$ cat src/rtl/core/tracked_target_selector_defines.svh
// Assertion macros used by the tracked target selector RTL.
`ifndef TRACKED_TARGET_SELECTOR_DEFINES_SVH
`define TRACKED_TARGET_SELECTOR_DEFINES_SVH

// Same-cycle implication, sampled on clk, off while rst_n is low.
`define TTS_ASSERT_SAME(lbl, ante, cons, msg) \
  lbl: assert property (@(posedge clk) disable iff (!rst_n) (ante) |-> (cons)) else $error(msg);

// Next-cycle implication, sampled on clk, off while rst_n is low.
`define TTS_ASSERT_NEXT(lbl, ante, cons, msg) \
  lbl: assert property (@(posedge clk) disable iff (!rst_n) (ante) |=> (cons)) else $error(msg);

`endif

$ cat src/rtl/core/tts_pkg.sv
// Types, widths and helper functions for the tracked target selector.
`timescale 1ns / 1ps
package tts_pkg;

  localparam int COORD_BITS = 12;
  localparam int CTR_BITS   = COORD_BITS + 1;
  localparam int AREA_BITS  = 2 * COORD_BITS;
  localparam int SQ_BITS    = 2 * CTR_BITS;
  localparam int SCORE_BITS = SQ_BITS + 1;
  localparam int RECT_BITS  = 4 * COORD_BITS;
  localparam int DATA_BITS  = ((RECT_BITS + 7) / 8) * 8;

  typedef logic [COORD_BITS-1:0] coord_t;
  typedef logic [CTR_BITS-1:0]   ctr_t;
  typedef logic [AREA_BITS-1:0]  area_t;
  typedef logic [SQ_BITS-1:0]    sq_t;
  typedef logic [SCORE_BITS-1:0] score_t;

  // x sits in the lowest bits, h in the highest
  typedef struct packed {
    coord_t h;
    coord_t w;
    coord_t y;
    coord_t x;
  } rect_t;

  // One beat after the score stage
  typedef struct packed {
    logic  present;
    logic  last;
    rect_t rect;
    area_t area;
    sq_t   sq_x;
    sq_t   sq_y;
  } score_beat_t;

  // Center coordinate with the half size rounded down
  function automatic ctr_t center(coord_t pos, coord_t size);
    return ctr_t'(pos) + ctr_t'(size >> 1);
  endfunction

  function automatic ctr_t abs_diff(ctr_t a, ctr_t b);
    return (a > b) ? (a - b) : (b - a);
  endfunction

endpackage

$ cat src/rtl/core/tts_score.sv
// Score stage: area and squared center offsets of one rectangle, registered.
`timescale 1ns / 1ps
module tts_score import tts_pkg::*; (
  input  logic        clk,
  input  logic        rst_n,
  input  logic        s1_adv,
  input  rect_t       s1_rect,
  input  logic        s1_present,
  input  logic        s1_last,
  input  rect_t       track_rect,
  input  logic        s2_adv,
  output logic        s2_vld,
  output score_beat_t s2_beat
);

  logic        s2_vld_r;
  score_beat_t s2_beat_r;
  score_beat_t s2_beat_nxt;
  ctr_t        dx;
  ctr_t        dy;

  // center offsets against the current track
  always_comb begin
    dx = abs_diff(center(s1_rect.x, s1_rect.w), center(track_rect.x, track_rect.w));
    dy = abs_diff(center(s1_rect.y, s1_rect.h), center(track_rect.y, track_rect.h));
  end

  // products for both selection modes
  always_comb begin
    s2_beat_nxt.present = s1_present;
    s2_beat_nxt.last    = s1_last;
    s2_beat_nxt.rect    = s1_rect;
    s2_beat_nxt.area    = area_t'(s1_rect.w) * area_t'(s1_rect.h);
    s2_beat_nxt.sq_x    = sq_t'(dx) * sq_t'(dx);
    s2_beat_nxt.sq_y    = sq_t'(dy) * sq_t'(dy);
  end

  always_ff @(posedge clk) begin
    if (!rst_n) begin
      s2_vld_r <= 1'b0;
    end else if (s1_adv) begin
      s2_vld_r <= 1'b1;
    end else if (s2_adv) begin
      s2_vld_r <= 1'b0;
    end
  end

  always_ff @(posedge clk) begin
    if (s1_adv) begin
      s2_beat_r <= s2_beat_nxt;
    end
  end

  assign s2_vld  = s2_vld_r;
  assign s2_beat = s2_beat_r;

endmodule

$ cat src/rtl/core/tts_select.sv
// Select stage: running best of the frame, track state and result register.
`timescale 1ns / 1ps
module tts_select import tts_pkg::*; (
  input  logic        clk,
  input  logic        rst_n,
  input  logic        s2_vld,
  input  score_beat_t s2_beat,
  input  logic        out_tready,
  output logic        s2_adv,
  output rect_t       track_rect,
  output logic        track_known,
  output logic        out_vld,
  output rect_t       out_rect,
  output logic        out_known
);

  rect_t  best_rect_r,   best_rect_nxt;
  score_t best_score_r,  best_score_nxt;
  logic   best_held_r,   best_held_nxt;
  rect_t  track_rect_r,  track_rect_nxt;
  logic   track_known_r, track_known_nxt;
  logic   out_vld_r,     out_vld_nxt;
  rect_t  out_rect_r;
  logic   out_known_r;
  logic   out_free;
  logic   out_load;
  score_t score;
  logic   better;
  logic   take;

  assign out_free = !out_vld_r || out_tready;
  assign s2_adv   = s2_vld && (!s2_beat.last || out_free);
  assign out_load = s2_adv && s2_beat.last;

  // score for the current mode and compare against the running best
  always_comb begin
    if (track_known_r) begin
      score  = score_t'(s2_beat.sq_x) + score_t'(s2_beat.sq_y);
      better = score < best_score_r;
    end else begin
      score  = score_t'(s2_beat.area);
      better = score > best_score_r;
    end
    take = s2_beat.present && (!best_held_r || better);
  end

  // next state of best, track and result
  always_comb begin
    best_rect_nxt   = best_rect_r;
    best_score_nxt  = best_score_r;
    best_held_nxt   = best_held_r;
    track_rect_nxt  = track_rect_r;
    track_known_nxt = track_known_r;
    out_vld_nxt     = out_vld_r && !out_tready;
    if (s2_adv) begin
      if (take) begin
        best_rect_nxt  = s2_beat.rect;
        best_score_nxt = score;
        best_held_nxt  = 1'b1;
      end
      if (s2_beat.last) begin
        if (take || best_held_r) begin
          track_rect_nxt  = take ? s2_beat.rect : best_rect_r;
          track_known_nxt = 1'b1;
        end
        best_held_nxt  = 1'b0;
        best_score_nxt = '0;
        out_vld_nxt    = 1'b1;
      end
    end
  end

  // control and track state
  always_ff @(posedge clk) begin
    if (!rst_n) begin
      best_held_r   <= 1'b0;
      track_rect_r  <= '0;
      track_known_r <= 1'b0;
      out_vld_r     <= 1'b0;
    end else begin
      best_held_r   <= best_held_nxt;
      track_rect_r  <= track_rect_nxt;
      track_known_r <= track_known_nxt;
      out_vld_r     <= out_vld_nxt;
    end
  end

  // payload
  always_ff @(posedge clk) begin
    best_rect_r  <= best_rect_nxt;
    best_score_r <= best_score_nxt;
    if (out_load) begin
      out_rect_r  <= track_rect_nxt;
      out_known_r <= track_known_nxt;
    end
  end

  assign track_rect  = track_rect_r;
  assign track_known = track_known_r;
  assign out_vld     = out_vld_r;
  assign out_rect    = out_rect_r;
  assign out_known   = out_known_r;

endmodule

$ cat src/rtl/core/tracked_target_selector.sv
// A frame-end beat's result reaches out_* through the input, score and result registers.
// Throughput: one beat per cycle unless out_tready stalls; after each frame-end beat the
// input register waits for it to leave select, since the next offsets need the updated track.
// Reset (rst_n low, synchronous): no track, empty frame, all stages and the result empty.
// A result beat is produced only for input beats with in_tlast high.
`timescale 1ns / 1ps
`include "tracked_target_selector_defines.svh"
module tracked_target_selector import tts_pkg::*; (
  input  logic                 clk,
  input  logic                 rst_n,
  input  logic                 in_tvalid,
  output logic                 in_tready,
  input  logic [DATA_BITS-1:0] in_tdata,  // box_x, box_y, box_w, box_h
  input  logic                 in_tuser,  // box_present
  input  logic                 in_tlast,  // frame_end
  output logic                 out_tvalid,
  input  logic                 out_tready,
  output logic [DATA_BITS-1:0] out_tdata, // track_x, track_y, track_w, track_h
  output logic                 out_tuser  // track_valid
);

  logic        s1_vld_r, s1_vld_nxt;
  rect_t       s1_rect_r;
  logic        s1_present_r;
  logic        s1_last_r;
  logic        s1_adv;
  logic        in_take;
  logic        s2_vld;
  score_beat_t s2_beat;
  logic        s2_adv;
  rect_t       track_rect;
  logic        track_known;
  rect_t       out_rect;

  // input register; it waits while a frame-end beat is still in the select stage
  assign s1_adv    = s1_vld_r && (!s2_vld || (s2_adv && !s2_beat.last));
  assign in_tready = !s1_vld_r || s1_adv;
  assign in_take   = in_tvalid && in_tready;

  always_comb begin
    s1_vld_nxt = s1_vld_r;
    if (in_take) begin
      s1_vld_nxt = 1'b1;
    end else if (s1_adv) begin
      s1_vld_nxt = 1'b0;
    end
  end

  always_ff @(posedge clk) begin
    if (!rst_n) begin
      s1_vld_r <= 1'b0;
    end else begin
      s1_vld_r <= s1_vld_nxt;
    end
  end

  always_ff @(posedge clk) begin
    if (in_take) begin
      s1_rect_r    <= rect_t'(in_tdata[RECT_BITS-1:0]);
      s1_present_r <= in_tuser;
      s1_last_r    <= in_tlast;
    end
  end

  tts_score u_score (
    .clk        (clk),
    .rst_n      (rst_n),
    .s1_adv     (s1_adv),
    .s1_rect    (s1_rect_r),
    .s1_present (s1_present_r),
    .s1_last    (s1_last_r),
    .track_rect (track_rect),
    .s2_adv     (s2_adv),
    .s2_vld     (s2_vld),
    .s2_beat    (s2_beat)
  );

  tts_select u_select (
    .clk         (clk),
    .rst_n       (rst_n),
    .s2_vld      (s2_vld),
    .s2_beat     (s2_beat),
    .out_tready  (out_tready),
    .s2_adv      (s2_adv),
    .track_rect  (track_rect),
    .track_known (track_known),
    .out_vld     (out_tvalid),
    .out_rect    (out_rect),
    .out_known   (out_tuser)
  );

  assign out_tdata = DATA_BITS'(out_rect);

  // checks
  `TTS_ASSERT_NEXT(a_track_sticky, track_known, track_known, "track lost after being known")
  `TTS_ASSERT_SAME(a_no_track_zero, out_tvalid && !out_tuser, out_tdata == '0, "untracked result not zero")
  `TTS_ASSERT_SAME(a_out_from_end, $rose(out_tvalid), $past(s2_vld && s2_beat.last), "result without frame end")

endmodule
$ cat config.mk
export PLATFORM = sky130hd
export DESIGN_NAME = tracked_target_selector
export DESIGN_NICKNAME = d
export VERILOG_FILES = /design/src/rtl/core/tts_pkg.sv /design/src/rtl/core/tts_score.sv /design/src/rtl/core/tts_select.sv /design/src/rtl/core/tracked_target_selector.sv
export VERILOG_INCLUDE_DIRS = /design/src /design/src/rtl/core
export SDC_FILE = /design/constraint.sdc
export NUM_CORES = 1
export LEC_CHECK = 0
export BUFFER_PORTS_ARGS = -buffer_cell sky130_fd_sc_hd__clkbuf_2
export CAP_MARGIN = 25
export CELL_PAD_IN_SITES_DETAIL_PLACEMENT = 0
export CELL_PAD_IN_SITES_GLOBAL_PLACEMENT = 1
export CORE_MARGIN = 3
export CORE_UTILIZATION = 55
export CTS_CLUSTER_DIAMETER = 60
export DETAILED_ROUTE_END_ITERATION = 6
export PLACE_DENSITY = 0.94
export SYNTH_ARGS = -nofsm -noshare
export SYNTH_HDL_FRONTEND = slang
export SYNTH_SLANG_ARGS = --single-unit
export TNS_END_PERCENT = 30
$ cat constraint.sdc
create_clock -name clk -period 14.5 [get_ports clk]
set_clock_uncertainty 0.1 [all_clocks]
set_input_delay 2.175 -clock clk [delete_from_list [all_inputs] [get_ports clk]]
set_output_delay 2.175 -clock clk [all_outputs]
set_load 0.01 [all_outputs]
==> flow_summary_export.csv <==
group,metric,value,unit
outcome,status,"finished, final reports clean",
timing,final-setup-viol-count,0,
floorplanning,dieWidth,247.9,um
clock_tree,numCtsBuffers,40,
timing,max_freq,91.20,MHz
worst_setup_path,cp.arrival,11.17,ns
timing,finalHoldViolations,0,
detailed_routing,drcViolationCount,0,
detailed_routing,drtIter0Drc,1439,
detailed_routing,drtPass1Iterations,6,
worst_hold_path,min_path_type,"flop to flop",
timing,period_minus_slack,10.97,ns
global_routing,grt_antenna_before_repair,0,
timing,slew_viol_final,0,
clock_tree,cts_tree,"yes",
cells_and_area,fin_util,60.45,%
place,gp_congestion,0.9134,
clock_tree,clock-sinks,351,
logic_synthesis,ys_seq_elements,351,
worst_setup_path,crit_type,"flop to flop",
job,maxCapViolations,0,
clock_tree,cts-root-buf,"clkbuf_16",
logic_synthesis,yosysTopAreaCellShare,27.80,%
logic_synthesis,seq_area_frac_synth,31.10,%
clock_tree,clk_pin_slew,0.06,ns
global_routing,gr-usage-all-layers,24.74,%
logic_synthesis,ys_top_cells_by_area,"edfxtp_1 28%, fa_1 19%, ha_1 14%",
worst_setup_path,cp_slowest_cell,"xnor2_1",
global_routing,grt_max_degree,127,
timing,rsz0062_at_grt,"no",
clock_tree,cts_setup_buffers,0,
clock_tree,ctsResizeCount,0,
clock_tree,cts_max_path_buffers,3,
detailed_routing,routedWlPerCell,18.10,um
place,dp_hpwl,57.06,mm
cells_and_area,layout-drive-gt1-share,7.977,%
logic_synthesis,synth_area_leader_cell,"edfxtp_1",
global_routing,gr-total-overflow,0,
logic_synthesis,syn-cell-area,0.03218,mm^2
detailed_routing,via_per_inst,5.472,
floorplanning,dieArea,0.06146,mm^2
floorplanning,die_y,247.9,um
timing,slew_headroom,33.99,%
logic_synthesis,synth.distinct_cells,97,
clock_tree,htree_levels,2,
cells_and_area,final_area,0.03494,mm^2
logic_synthesis,ys.flop_type,"edfxtp_1",
timing,fin_crit_sh,75.62,%
detailed_routing,vias,22230,
global_routing,first_global_vias,23040,
timing,setup_slack,3.535,ns
cells_and_area,antenna_cells,0,
floorplanning,num_rows,88,
worst_setup_path,start_kind,"flop",
detailed_routing,postRouteAntennaNets,0,
place,placedInstanceArea,0.03350,mm^2
logic_synthesis,avgSynthCellArea,10.13,um^2
logic_synthesis,async_flop_share,0,%
timing,finalSetupTns,0,ns
logic_synthesis,ys_warn_count,0,
worst_setup_path,cp.required,14.70,ns
detailed_routing,drt_wl_total,73.51,mm
floorplanning,start_util,55.68,%
global_routing,grt_pass1_wl,120.1,mm
floorplanning,ios,105,
clock_tree,clk_latency,0.56,ns
worst_setup_path,cp_max_fo,18,
floorplanning,coreArea,0.05781,mm^2
logic_synthesis,synth_nets,3899,
place,port_buffers,104,
cells_and_area,n_fill_cell,4779,
cells_and_area,syn_to_final_growth,8.568,%
place,pre_cts_slack,3.710,ns
logic_synthesis,synth_edf_count,298,
worst_setup_path,cp-end-kind,"flop",
cells_and_area,finalNetCount,3990,
logic_synthesis,synth_cells,3176,
timing,tightest_slew,0.9625,ns
clock_tree,cts-hold-fix-buffers,0,
worst_setup_path,max_stage_delay,0.76,ns
[logic make-up (layout without fill, tap and decap cells)]
group / count (synthesis) / after routing / share of synthesized area (%)
buf+inv: 700 / 821 / 8.502
xor+xnor: 163 / 163 / 4.494
mux: 98 / 98 / 3.110
fa+ha+maj: 669 / 669 / 32.98
flops: 351 / 351 / 31.10
simple gates: 672 / 672 / 9.548
compound gates: 523 / 523 / 10.26
[sequential cells by signal, indices dropped and copies added, names as in the netlist]
name and cells:
u_select.out_known 1, u_select.out_vld 1, s1_rect_r 48, s1_vld_r 1, u_select.out_rect 48, s1_last_r 1, u_score.s2_vld 1, u_select.track_known 1
u_select.best_score_r 27, u_select.best_rect_r 48, u_score.s2_beat 124, s1_present_r 1, u_select.best_held_r 1, u_select.track_rect 48
[stage by stage]
step | cells | hold slack, ns
6_report | 4062 | 0.3510
4_1_cts | 4059 | 0.3504
3_3_place_gp | 3986 | 0.3498
5_1_grt | 4062 | 0.3600
3_5_place_dp | 3987 | 0.3362
2_1_floorplan | 3176 | 0.3003
[cell usage in the layout (no fill, tap or decap), types with 5 or more instances in the layout]
master / n
nand4_1: 13
a211oi_1: 5
dfxtp_1: 53
nand2_1: 227
clkbuf_8: 8
o21bai_1: 24
and3_1: 10
nor2_1: 232
clkbuf_1: 6
nand3_1: 14
o21ai_0: 112
and2_1: 53
a21o_1: 67
clkinv_1: 9
ha_1: 370
mux2_2: 7
inv_1: 603
or3_1: 6
a211o_1: 5
clkbuf_16: 40
mux2i_1: 87
edfxtp_1: 298
a31o_2: 7
a21boi_0: 8
xor2_1: 53
o211ai_1: 9
clkbuf_2: 104
xnor2_1: 109
a31oi_1: 7
o21a_1: 23
nand2b_1: 21
a21oi_1: 199
buf_4: 28
nor4_1: 6
nor2b_1: 27
nor3_1: 27
fa_1: 299
or2_2: 6
[path summary, 6_finish.rpt]
kind | startpoint | end | slack, ns | depth (start not counted)
hold reg to reg | s1_present_r$_DFFE_PP_ | u_score.s2_beat[125]$_DFFE_PP_ | 0.35 | 0
setup reg to reg | s1_rect_r[25]$_DFFE_PP_ | u_score.s2_beat[51]$_DFFE_PP_ | 3.54 | 43
hold / removal | s1_present_r$_DFFE_PP_ | u_score.s2_beat[125]$_DFFE_PP_ | 0.35 | 0
setup / recovery | s1_rect_r[25]$_DFFE_PP_ | u_score.s2_beat[51]$_DFFE_PP_ | 3.54 | 43
[cell type report]
class	count	area [um^2]	area share, %
inverters	613	2306	6.599
repair buffers	136	833.3	2.385
clock buffers	54	1134	3.244
well taps	765	957.2	2.739
clock inverters	18	234.0	0.6696
multi-input cells	2125	19470	55.72
flip-flops and latches	351	10010	28.65
[synthesized netlist by cell type, types with 9 or more instances]
cell        n
xor2_1     53
fa_1      299
a21boi_0    9
nor2b_1    27
a21o_1     67
nand2_1   227
edfxtp_1  298
and3_1     10
and2_1     55
nor2_1    233
o21a_1     24
clkbuf_1   63
dfxtp_1    53
nand3_1    14
nand4_1    13
inv_1     603
o21bai_1   24
mux2i_1    87
ha_1      370
xnor2_1   109
o21ai_0   112
buf_2       9
nand2b_1   21
a21oi_1   199
nor3_1     27
o211ai_1    9
[critical path, delay by kind of cell (launching register included)]
kind / cells / cell delay (ns)
AO/OA/AOI/OAI: 19 / 3.77
multiplexers: 2 / 0.42
AND/OR/NAND/NOR: 4 / 0.46
flip-flops: 1 / 0.62
adder cells (fa/ha/maj): 9 / 3.56
buffers and inverters: 5 / 0.54
XOR/XNOR: 4 / 1.20
[routing by layer]
layer  track usage, %  vias to the layer above  part of all wire (%)
li1                 -                    10640                     -
met3            3.144                      137                   5.3
met1            33.65                    10850                    44
met5                0                        -                     0
met4            7.312                        0                   2.8
met2            41.62                      600                    47
Power is not shown: default switching activity piles up to over one toggle a cycle in this logic, so the estimate is an artifact.
